File: src/sv/lpht_pkg.sv
`timescale 1ns / 1ps
`default_nettype none

package lpht_pkg;

    // Default sizes of the table
    localparam int DEF_CAPACITY    = 64;
    localparam int DEF_KEY_WIDTH   = 32;
    localparam int DEF_VALUE_WIDTH = 32;

    // Fixed field widths of the command and response transfers
    localparam int OPCODE_W  = 2;
    localparam int KEY_W     = 32;
    localparam int VALUE_W   = 32;
    localparam int STATUS_W  = 3;
    localparam int ENTRIES_W = 6;

    typedef enum logic [OPCODE_W-1:0] {
        OP_INSERT = 2'd0,
        OP_LOOKUP = 2'd1,
        OP_REMOVE = 2'd2
    } opcode_t;

    typedef enum logic [STATUS_W-1:0] {
        STAT_INSERTED = 3'd0,
        STAT_REMOVED  = 3'd1,
        STAT_HIT      = 3'd2,
        STAT_MISS     = 3'd3,
        STAT_FULL     = 3'd4
    } status_t;

    typedef enum logic [1:0] {
        MARK_EMPTY = 2'd0,
        MARK_USED  = 2'd1,
        MARK_TOMB  = 2'd2
    } mark_t;

    typedef enum logic [2:0] {
        ST_CLEAR,
        ST_IDLE,
        ST_HASH,
        ST_REDUCE,
        ST_ISSUE,
        ST_PROBE
    } state_t;

    typedef struct packed {
        opcode_t                   opcode;
        logic [KEY_W-1:0]          key;
        logic signed [VALUE_W-1:0] value;
    } cmd_t;

    typedef struct packed {
        status_t                   status;
        logic signed [VALUE_W-1:0] found_value;
        logic [ENTRIES_W-1:0]      entries_in_use;
    } rsp_t;

endpackage

`default_nettype wire

File: src/sv/linear_probe_hash_table_unit.sv
`timescale 1ns / 1ps
`default_nettype none
// With a power-of-two CAPACITY the done strobe follows the ISSUE state and k probes, k being
// the number of slots probed (1..CAPACITY, one slot per cycle through the registered
// mark/data memory read); other capacities first pass HASH and REDUCE for key reduction.
// A refused insert or an unused opcode answers in the next cycle without raising busy.
// A new command is taken only in idle, so a probed command must finish first; an immediate answer stays idle.
// Reset clears control state, then sweeps every slot of the mark memory to empty with busy high.
module linear_probe_hash_table_unit #(
    parameter int CAPACITY    = lpht_pkg::DEF_CAPACITY,
    parameter int KEY_WIDTH   = lpht_pkg::DEF_KEY_WIDTH,
    parameter int VALUE_WIDTH = lpht_pkg::DEF_VALUE_WIDTH
) (
    input  wire logic          clk,
    input  wire logic          rst_n,
    input  wire logic          start,
    output logic               busy,
    input  wire lpht_pkg::cmd_t cmd,
    output logic               done,
    output lpht_pkg::rsp_t     rsp
);
    import lpht_pkg::*;

    localparam int IW        = $clog2(CAPACITY);
    localparam int KW        = (KEY_WIDTH < KEY_W) ? KEY_WIDTH : KEY_W;
    localparam int VW        = (VALUE_WIDTH < VALUE_W) ? VALUE_WIDTH : VALUE_W;
    localparam int HALF      = CAPACITY / 2;
    localparam int CW        = $clog2(HALF + 1);
    localparam bit CAP_POW2  = (CAPACITY & (CAPACITY - 1)) == 0;
    localparam logic [IW-1:0]  LAST_SLOT = IW'(CAPACITY - 1);
    localparam logic [CW-1:0]  HALF_CNT  = CW'(HALF);
    localparam logic [KEY_W-1:0] KEY_MASK = KEY_W'((64'd1 << KW) - 64'd1);
    localparam logic [KEY_W-1:0] CAP_KEY  = KEY_W'(CAPACITY);
    localparam logic [KEY_W-1:0] RECIP    = KEY_W'((64'd1 << KEY_W) / 64'(CAPACITY));

    // Slot stores: marks are swept at reset, keys and values are not
    mark_t              mark_mem [CAPACITY];
    logic [KW+VW-1:0]   data_mem [CAPACITY];

    state_t             state_reg, state_next;
    logic [IW-1:0]      slot_reg, slot_next;
    logic [IW-1:0]      probe_cnt_reg, probe_cnt_next;
    logic [CW-1:0]      live_reg, live_next;
    logic               done_reg, done_next;
    rsp_t               rsp_reg, rsp_next;

    opcode_t            op_reg;
    logic [KW-1:0]      key_reg;
    logic [VW-1:0]      val_reg;
    logic [KEY_W-1:0]   quot_reg, quot_next;

    mark_t              mark_rd_reg;
    logic [KW+VW-1:0]   data_rd_reg;

    logic [IW-1:0]      rd_addr;
    logic               mark_we;
    mark_t              mark_wdata;
    logic               data_we;
    logic               load;
    logic [KEY_W-1:0]   key_m;
    logic [KEY_W-1:0]   key_ext;
    logic [IW-1:0]      slot_inc;
    logic [KW-1:0]      rd_key;
    logic [VW-1:0]      rd_val;
    logic               key_match;
    logic               exhausted;

    assign key_m     = cmd.key & KEY_MASK;
    assign key_ext   = KEY_W'(key_reg);
    assign load      = start && (state_reg == ST_IDLE);
    assign slot_inc  = (slot_reg == LAST_SLOT) ? '0 : slot_reg + 1'b1;
    assign rd_key    = data_rd_reg[KW+VW-1:VW];
    assign rd_val    = data_rd_reg[VW-1:0];
    assign key_match = (mark_rd_reg == MARK_USED) && (rd_key == key_reg);
    assign exhausted = (probe_cnt_reg == LAST_SLOT);

    assign busy = (state_reg != ST_IDLE);
    assign done = done_reg;
    assign rsp  = rsp_reg;

    // Hold control state
    always_ff @(posedge clk or negedge rst_n)
    begin
        if (!rst_n)
        begin
            state_reg     <= ST_CLEAR;
            slot_reg      <= '0;
            probe_cnt_reg <= '0;
            live_reg      <= '0;
            done_reg      <= 1'b0;
        end
        else
        begin
            state_reg     <= state_next;
            slot_reg      <= slot_next;
            probe_cnt_reg <= probe_cnt_next;
            live_reg      <= live_next;
            done_reg      <= done_next;
        end
    end

    // Capture the command and hold the response
    always_ff @(posedge clk)
    begin
        if (load)
        begin
            op_reg  <= cmd.opcode;
            key_reg <= key_m[KW-1:0];
            val_reg <= cmd.value[VW-1:0];
        end
        quot_reg <= quot_next;
        rsp_reg  <= rsp_next;
    end

    // Memory ports: one write and one registered read per store
    always_ff @(posedge clk)
    begin
        if (mark_we)
        begin
            mark_mem[slot_reg] <= mark_wdata;
        end
        mark_rd_reg <= mark_mem[rd_addr];
    end

    always_ff @(posedge clk)
    begin
        if (data_we)
        begin
            data_mem[slot_reg] <= {key_reg, val_reg};
        end
        data_rd_reg <= data_mem[rd_addr];
    end

    // Next state, probe decisions and response
    always_comb
    begin
        logic [2*KEY_W-1:0] prod;
        logic [KEY_W-1:0]   rem;
        logic               emit;
        logic               hit;
        status_t            stat;

        state_next      = state_reg;
        slot_next       = slot_reg;
        probe_cnt_next  = probe_cnt_reg;
        live_next       = live_reg;
        quot_next       = quot_reg;
        rd_addr         = slot_reg;
        mark_we         = 1'b0;
        mark_wdata      = MARK_EMPTY;
        data_we         = 1'b0;
        emit            = 1'b0;
        hit             = 1'b0;
        stat            = STAT_MISS;
        prod            = '0;
        rem             = '0;

        case (state_reg)
            ST_CLEAR:
            begin
                // Sweep marks to empty, slot_reg serves as the address
                mark_we = 1'b1;
                if (slot_reg == LAST_SLOT)
                begin
                    slot_next  = '0;
                    state_next = ST_IDLE;
                end
                else
                begin
                    slot_next = slot_inc;
                end
            end
            ST_IDLE:
            begin
                if (start)
                begin
                    if ((cmd.opcode == OP_INSERT && live_reg >= HALF_CNT) ||
                        !(cmd.opcode == OP_INSERT || cmd.opcode == OP_LOOKUP ||
                          cmd.opcode == OP_REMOVE))
                    begin
                        // Answer at once: refused insert or unused opcode
                        emit = 1'b1;
                        stat = (cmd.opcode == OP_INSERT) ? STAT_FULL : STAT_MISS;
                    end
                    else if (CAP_POW2)
                    begin
                        slot_next  = key_m[IW-1:0];
                        state_next = ST_ISSUE;
                    end
                    else
                    begin
                        state_next = ST_HASH;
                    end
                end
            end
            ST_HASH:
            begin
                // Estimate key / CAPACITY by the truncated reciprocal, low by at most one
                prod       = (2*KEY_W)'(key_ext) * (2*KEY_W)'(RECIP);
                quot_next  = prod[2*KEY_W-1:KEY_W];
                state_next = ST_REDUCE;
            end
            ST_REDUCE:
            begin
                // Form the remainder and fold it back once into range
                rem = key_ext - quot_reg * CAP_KEY;
                if (rem >= CAP_KEY)
                begin
                    rem = rem - CAP_KEY;
                end
                slot_next  = rem[IW-1:0];
                state_next = ST_ISSUE;
            end
            ST_ISSUE:
            begin
                rd_addr        = slot_reg;
                probe_cnt_next = '0;
                state_next     = ST_PROBE;
            end
            ST_PROBE:
            begin
                // Read the following slot ahead while this one is checked
                rd_addr = slot_inc;
                case (op_reg)
                    OP_INSERT:
                    begin
                        if (mark_rd_reg != MARK_USED)
                        begin
                            mark_we    = 1'b1;
                            mark_wdata = MARK_USED;
                            data_we    = 1'b1;
                            live_next  = CW'(live_reg + 1'b1);
                            emit       = 1'b1;
                            stat       = STAT_INSERTED;
                        end
                        else if (exhausted)
                        begin
                            emit = 1'b1;
                            stat = STAT_FULL;
                        end
                    end
                    OP_LOOKUP:
                    begin
                        if (mark_rd_reg == MARK_EMPTY || (exhausted && !key_match))
                        begin
                            emit = 1'b1;
                            stat = STAT_MISS;
                        end
                        else if (key_match)
                        begin
                            emit = 1'b1;
                            hit  = 1'b1;
                            stat = STAT_HIT;
                        end
                    end
                    OP_REMOVE:
                    begin
                        if (mark_rd_reg == MARK_EMPTY || (exhausted && !key_match))
                        begin
                            emit = 1'b1;
                            stat = STAT_MISS;
                        end
                        else if (key_match)
                        begin
                            mark_we    = 1'b1;
                            mark_wdata = MARK_TOMB;
                            if (live_reg != '0)
                            begin
                                live_next = live_reg - 1'b1;
                            end
                            emit = 1'b1;
                            stat = STAT_REMOVED;
                        end
                    end
                    default:
                    begin
                        emit = 1'b1;
                        stat = STAT_MISS;
                    end
                endcase
                if (emit)
                begin
                    state_next = ST_IDLE;
                end
                else
                begin
                    slot_next      = slot_inc;
                    probe_cnt_next = probe_cnt_reg + 1'b1;
                end
            end
            default:
            begin
                state_next = ST_IDLE;
            end
        endcase

        // Form the response transfer
        done_next = emit;
        rsp_next  = rsp_reg;
        if (emit)
        begin
            rsp_next.status         = stat;
            rsp_next.found_value    = hit ? VALUE_W'(rd_val) : '0;
            rsp_next.entries_in_use = ENTRIES_W'(live_next);
        end
    end

    // Live count stays within half the capacity
    assert property (@(posedge clk) disable iff (!rst_n) live_reg <= HALF_CNT)
        else $error("live count above half capacity");

    // A strobe follows only a probe decision or an immediate answer
    assert property (@(posedge clk) disable iff (!rst_n)
        done |-> ($past(state_reg) == ST_PROBE || $past(state_reg) == ST_IDLE))
        else $error("done strobe from unexpected state");

    // A successful insert adds exactly one live entry
    assert property (@(posedge clk) disable iff (!rst_n)
        (done && rsp.status == STAT_INSERTED) |-> (live_reg == CW'($past(live_reg) + 1'b1)))
        else $error("insert did not count one entry");

    // Stores are written only while a command or the sweep is in progress
    assert property (@(posedge clk) disable iff (!rst_n) (mark_we || data_we) |-> busy)
        else $error("memory write while idle");

    // No new command is taken while the mark sweep runs
    assert property (@(posedge clk) disable iff (!rst_n)
        (state_reg == ST_CLEAR) |=> (state_reg == ST_CLEAR || state_reg == ST_IDLE))
        else $error("left mark sweep to a work state");

endmodule

`default_nettype wire
File: config.mk
export PLATFORM = sky130hd
export DESIGN_NAME = linear_probe_hash_table_unit
export DESIGN_NICKNAME = d
export VERILOG_FILES = /design/src/sv/lpht_pkg.sv /design/src/sv/linear_probe_hash_table_unit.sv
export SDC_FILE = /design/constraint.sdc
export NUM_CORES = 2
export LEC_CHECK = 0
export BUFFER_PORTS_ARGS = -buffer_cell sky130_fd_sc_hd__buf_4
export CAP_MARGIN = 10
export CELL_PAD_IN_SITES_DETAIL_PLACEMENT = 1
export CELL_PAD_IN_SITES_GLOBAL_PLACEMENT = 2
export CORE_MARGIN = 3
export CORE_UTILIZATION = 50
export DETAILED_ROUTE_END_ITERATION = 8
export PLACE_DENSITY_LB_ADDON = 0.1
export SYNTH_ARGS = -nofsm -noshare
export SYNTH_HDL_FRONTEND = slang
export SYNTH_MEMORY_MAX_BITS = 65536
export SYNTH_SLANG_ARGS = --single-unit
File: constraint.sdc
create_clock -name clk -period 11.35 [get_ports clk]
set_input_delay 3.405 -clock clk [delete_from_list [all_inputs] [get_ports clk]]
set_output_delay 3.405 -clock clk [all_outputs]
set_load 0.05 [all_outputs]
==> flow_summary.json <==
{
  "layout_common_cells": "4331 x edfxtp_1, 2003 x nand2_1, 738 x nand3_1",
  "rsz0062_at_grt": "no",
  "powerDensity_nw_per_um2": 266,
  "drive_gt1_share_pct": 10.1,
  "r2r_start": "slot_reg[0]$_DFFE_PN0P_",
  "cts_buffers": 456,
  "path_buf_inv": 3,
  "min_period_ns": 6.93,
  "max_freq_ghz": 0.144,
  "critical_path_class": "reg2reg",
  "final_common_cell": "edfxtp_1",
  "globalplace.congestion": 0.835,
  "hold_class": "reg2reg",
  "die_area_um2": 353000,
  "crit_arrival_ns": 7.79,
  "critical_path.startpoint": "slot_reg[0]$_DFFE_PN0P_",
  "numPortBuffers": 111,
  "finalHoldViolCount": 0,
  "worst_slew_margin_rel_pct": 4.38,
  "crit_required_ns": 12.21,
  "synth-async-reset-ratio_pct": 0.498,
  "postCtsSetupBuffers": 0,
  "avgSynthCellArea_um2": 14.7,
  "synth_area_um2": 173000,
  "skew_ns": 0.0541,
  "antenna_found_initial": 34,
  "synth_edf_count": 4331,
  "first_pass_iters": 6,
  "setup_tns_ns": 0,
  "grt_pass1_vias": 113090,
  "cts-hold-fix-buffers": 0,
  "critPathSlowestCell": "dfrtp_4",
  "path_delay_family": "buffers and inverters",
  "viasPerCell": 6.73,
  "power.leakage_nw": 65.3,
  "finalCritPeriodShare_pct": 61.1,
  "grt_max_degree": 176,
  "clk_path_buf_depth": 4,
  "ant_nets": 0,
  "grt_usage_pct": 34.3,
  "synth-seq-cells": 4419,
  "ioPinCount": 112,
  "synth.distinct_cells": 63,
  "tightestPinTransition_ns": 1.43,
  "worstSkewPairLatency_ns": 1.01,
  "syn-num-nets": 11865,
  "grt_pass1_wl_um": 861000,
  "cts_sinks": 4419,
  "final_nets": 11893,
  "overflow": 0,
  "cts_tree": "built",
  "largest_register_ffs": 4096,
  "dr_total_vias": 112976,
  "die_y_um": 594,
  "rows": 215,
  "initialDrtViolationCount": 15162,
  "min_from": "key_ext[13]$_DFFE_PP_",
  "seq_area_frac_synth_pct": 76.3,
  "flow.area_growth_from_synthesis_pct": 12.6,
  "outcome": "finished, final reports clean",
  "endpoint_kind": "register",
  "wl_um": 619000,
  "drc": 0,
  "clkTransAtPathRegs_ns": 0.07,
  "synth_warnings": 0,
  "ys.flop_type": "edfxtp_1",
  "crit_fanout": 114,
  "post-dp-hpwl_um": 323000,
  "root_buffer": "clkbuf_16",
  "die_w_um": 594,
  "timing.critical_path.from_type": "register",
  "slowest_delay_ns": 0.77,
  "crit_path_cell_trace": "ha_1, and3_1, a211o_4, buf_12, and2_4, buf_12, buf_12, mux2i_1, o211ai_1, a211o_1, or4_1",
  "peakVddDrop_mv": 0.274,
  "cts.repair.resized": 0,
  "slew_violations": 0,
  "netlist_instances": 11787,
  "setup_viol": 0,
  "htree_num_levels": 5,
  "cp_common_cell": "buf_12",
  "start_util_pct": 50.3,
  "maxCapViolations": 0,
  "core_area_um2": 344000,
  "power_mw": 51.8,
  "post_drt_wl_per_cell_um": 36.9
}
-- per-stage QoR --
step           util, %  instances  cell area, um2  setup slack (ns)  hold WS (ns)
6_report          56.7      16781          195000              4.42         0.510
5_1_grt           56.7      16769          195000              4.21         0.529
4_1_cts           56.7      16766          195000              4.61         0.513
3_5_place_dp      52.3      15912          180000              4.72         0.497
3_3_place_gp      52.3      15909          180000              4.83         0.498
2_1_floorplan        -      11787          173000              3.01         0.482
-- report_power, final --
group	switching, mW	internal (mW)
clock	6.38	8.77
sequential	0.315	18.9
combinational	12.8	4.51
total	19.5	32.2
-- Yosys cell counts, types with 5 or more instances --
library cell	n	area share [%]
dfxtp_1	66	0.76
nor2b_1	5	0.018
and2_1	39	0.14
or4_1	133	0.58
a211oi_1	270	1.2
nor2_1	151	0.33
ha_1	9	0.065
or2_2	5	0.018
o21ai_0	154	0.45
a22oi_1	68	0.30
mux2i_1	546	3.2
or3_1	6	0.022
buf_6	5	0.033
buf_2	87	0.25
nand2b_1	7	0.025
a21oi_1	599	1.7
a211o_1	64	0.32
a21o_1	7	0.030
o21a_1	6	0.026
nor4b_1	132	0.67
dfrtp_1	22	0.32
nor3_1	14	0.041
o211ai_1	132	0.57
nand2_1	2013	4.4
and3_1	337	1.2
nand4_1	70	0.25
edfxtp_1	4331	75
clkbuf_1	658	1.4
nor4_1	84	0.30
buf_1	129	0.28
o22ai_1	203	0.73
a311oi_1	265	1.3
inv_1	12	0.026
a311o_1	6	0.035
xor2_1	31	0.16
nand3_1	739	2.1
a31oi_1	328	1.2
-- worst register-to-register path, cell delays in order (launching register included) --
cell and delay [ns]:
dfrtp_4 0.77, ha_1 0.44, and3_1 0.39, a211o_4 0.73
buf_12 0.49, and2_4 0.75, buf_12 0.55, buf_12 0.70
mux2i_1 0.89, o211ai_1 0.22, a211o_1 0.36, or4_1 0.49
-- final cells by class --
| class | count | area (um2) |
|---|---|---|
| Fill cell | 31730 | 149000 |
| Sequential cell | 4419 | 132000 |
| Multi-Input combinational cell | 6470 | 38100 |
| Clock buffer | 602 | 12400 |
| Tap cell | 4557 | 5700 |
| Timing Repair Buffer | 456 | 3870 |
| Clock inverter | 252 | 2590 |
| Inverter | 12 | 45.0 |
| Antenna cell | 13 | 32.5 |
-- logic make-up after synthesis --
group	after synthesis	synth area share, %
XOR/XNOR	35	0.177
AND/OR/NAND/NOR	3747	10.2
flip-flops	4419	76.3
adder cells (fa/ha/maj)	9	0.0651
AO/OA/AOI/OAI	2129	8.03
buffers and inverters	898	2.04
multiplexers	550	3.19
-- final timing paths --
path	endpoint	slack, ns	depth (start not counted)
min in group asynchronous	slot_reg[1]$_DFFE_PN0P_	2.31	1
max reg2reg	data_rd_reg[36]$_DFF_P_	4.42	11
min reg2reg	data_mem[51][45]$_DFFE_PP_	0.51	0
min	data_mem[51][45]$_DFFE_PP_	0.51	0
max in group asynchronous	slot_reg[0]$_DFFE_PN0P_	8.75	1
max	data_rd_reg[36]$_DFF_P_	4.42	11
-- layer usage --
| layer | GRT usage (%) | up-vias | wire length (um) |
|---|---|---|---|
| met1 | 46.8 | 59465 | 239000 |
| met3 | 5.44 | 1442 | 58500 |
| met2 | 54.4 | 6232 | 288000 |
| li1 | - | 45823 | - |
| met5 | 0 | - | 96 |
| met4 | 15.9 | 14 | 32800 |
(Power assumes the default switching activity.)
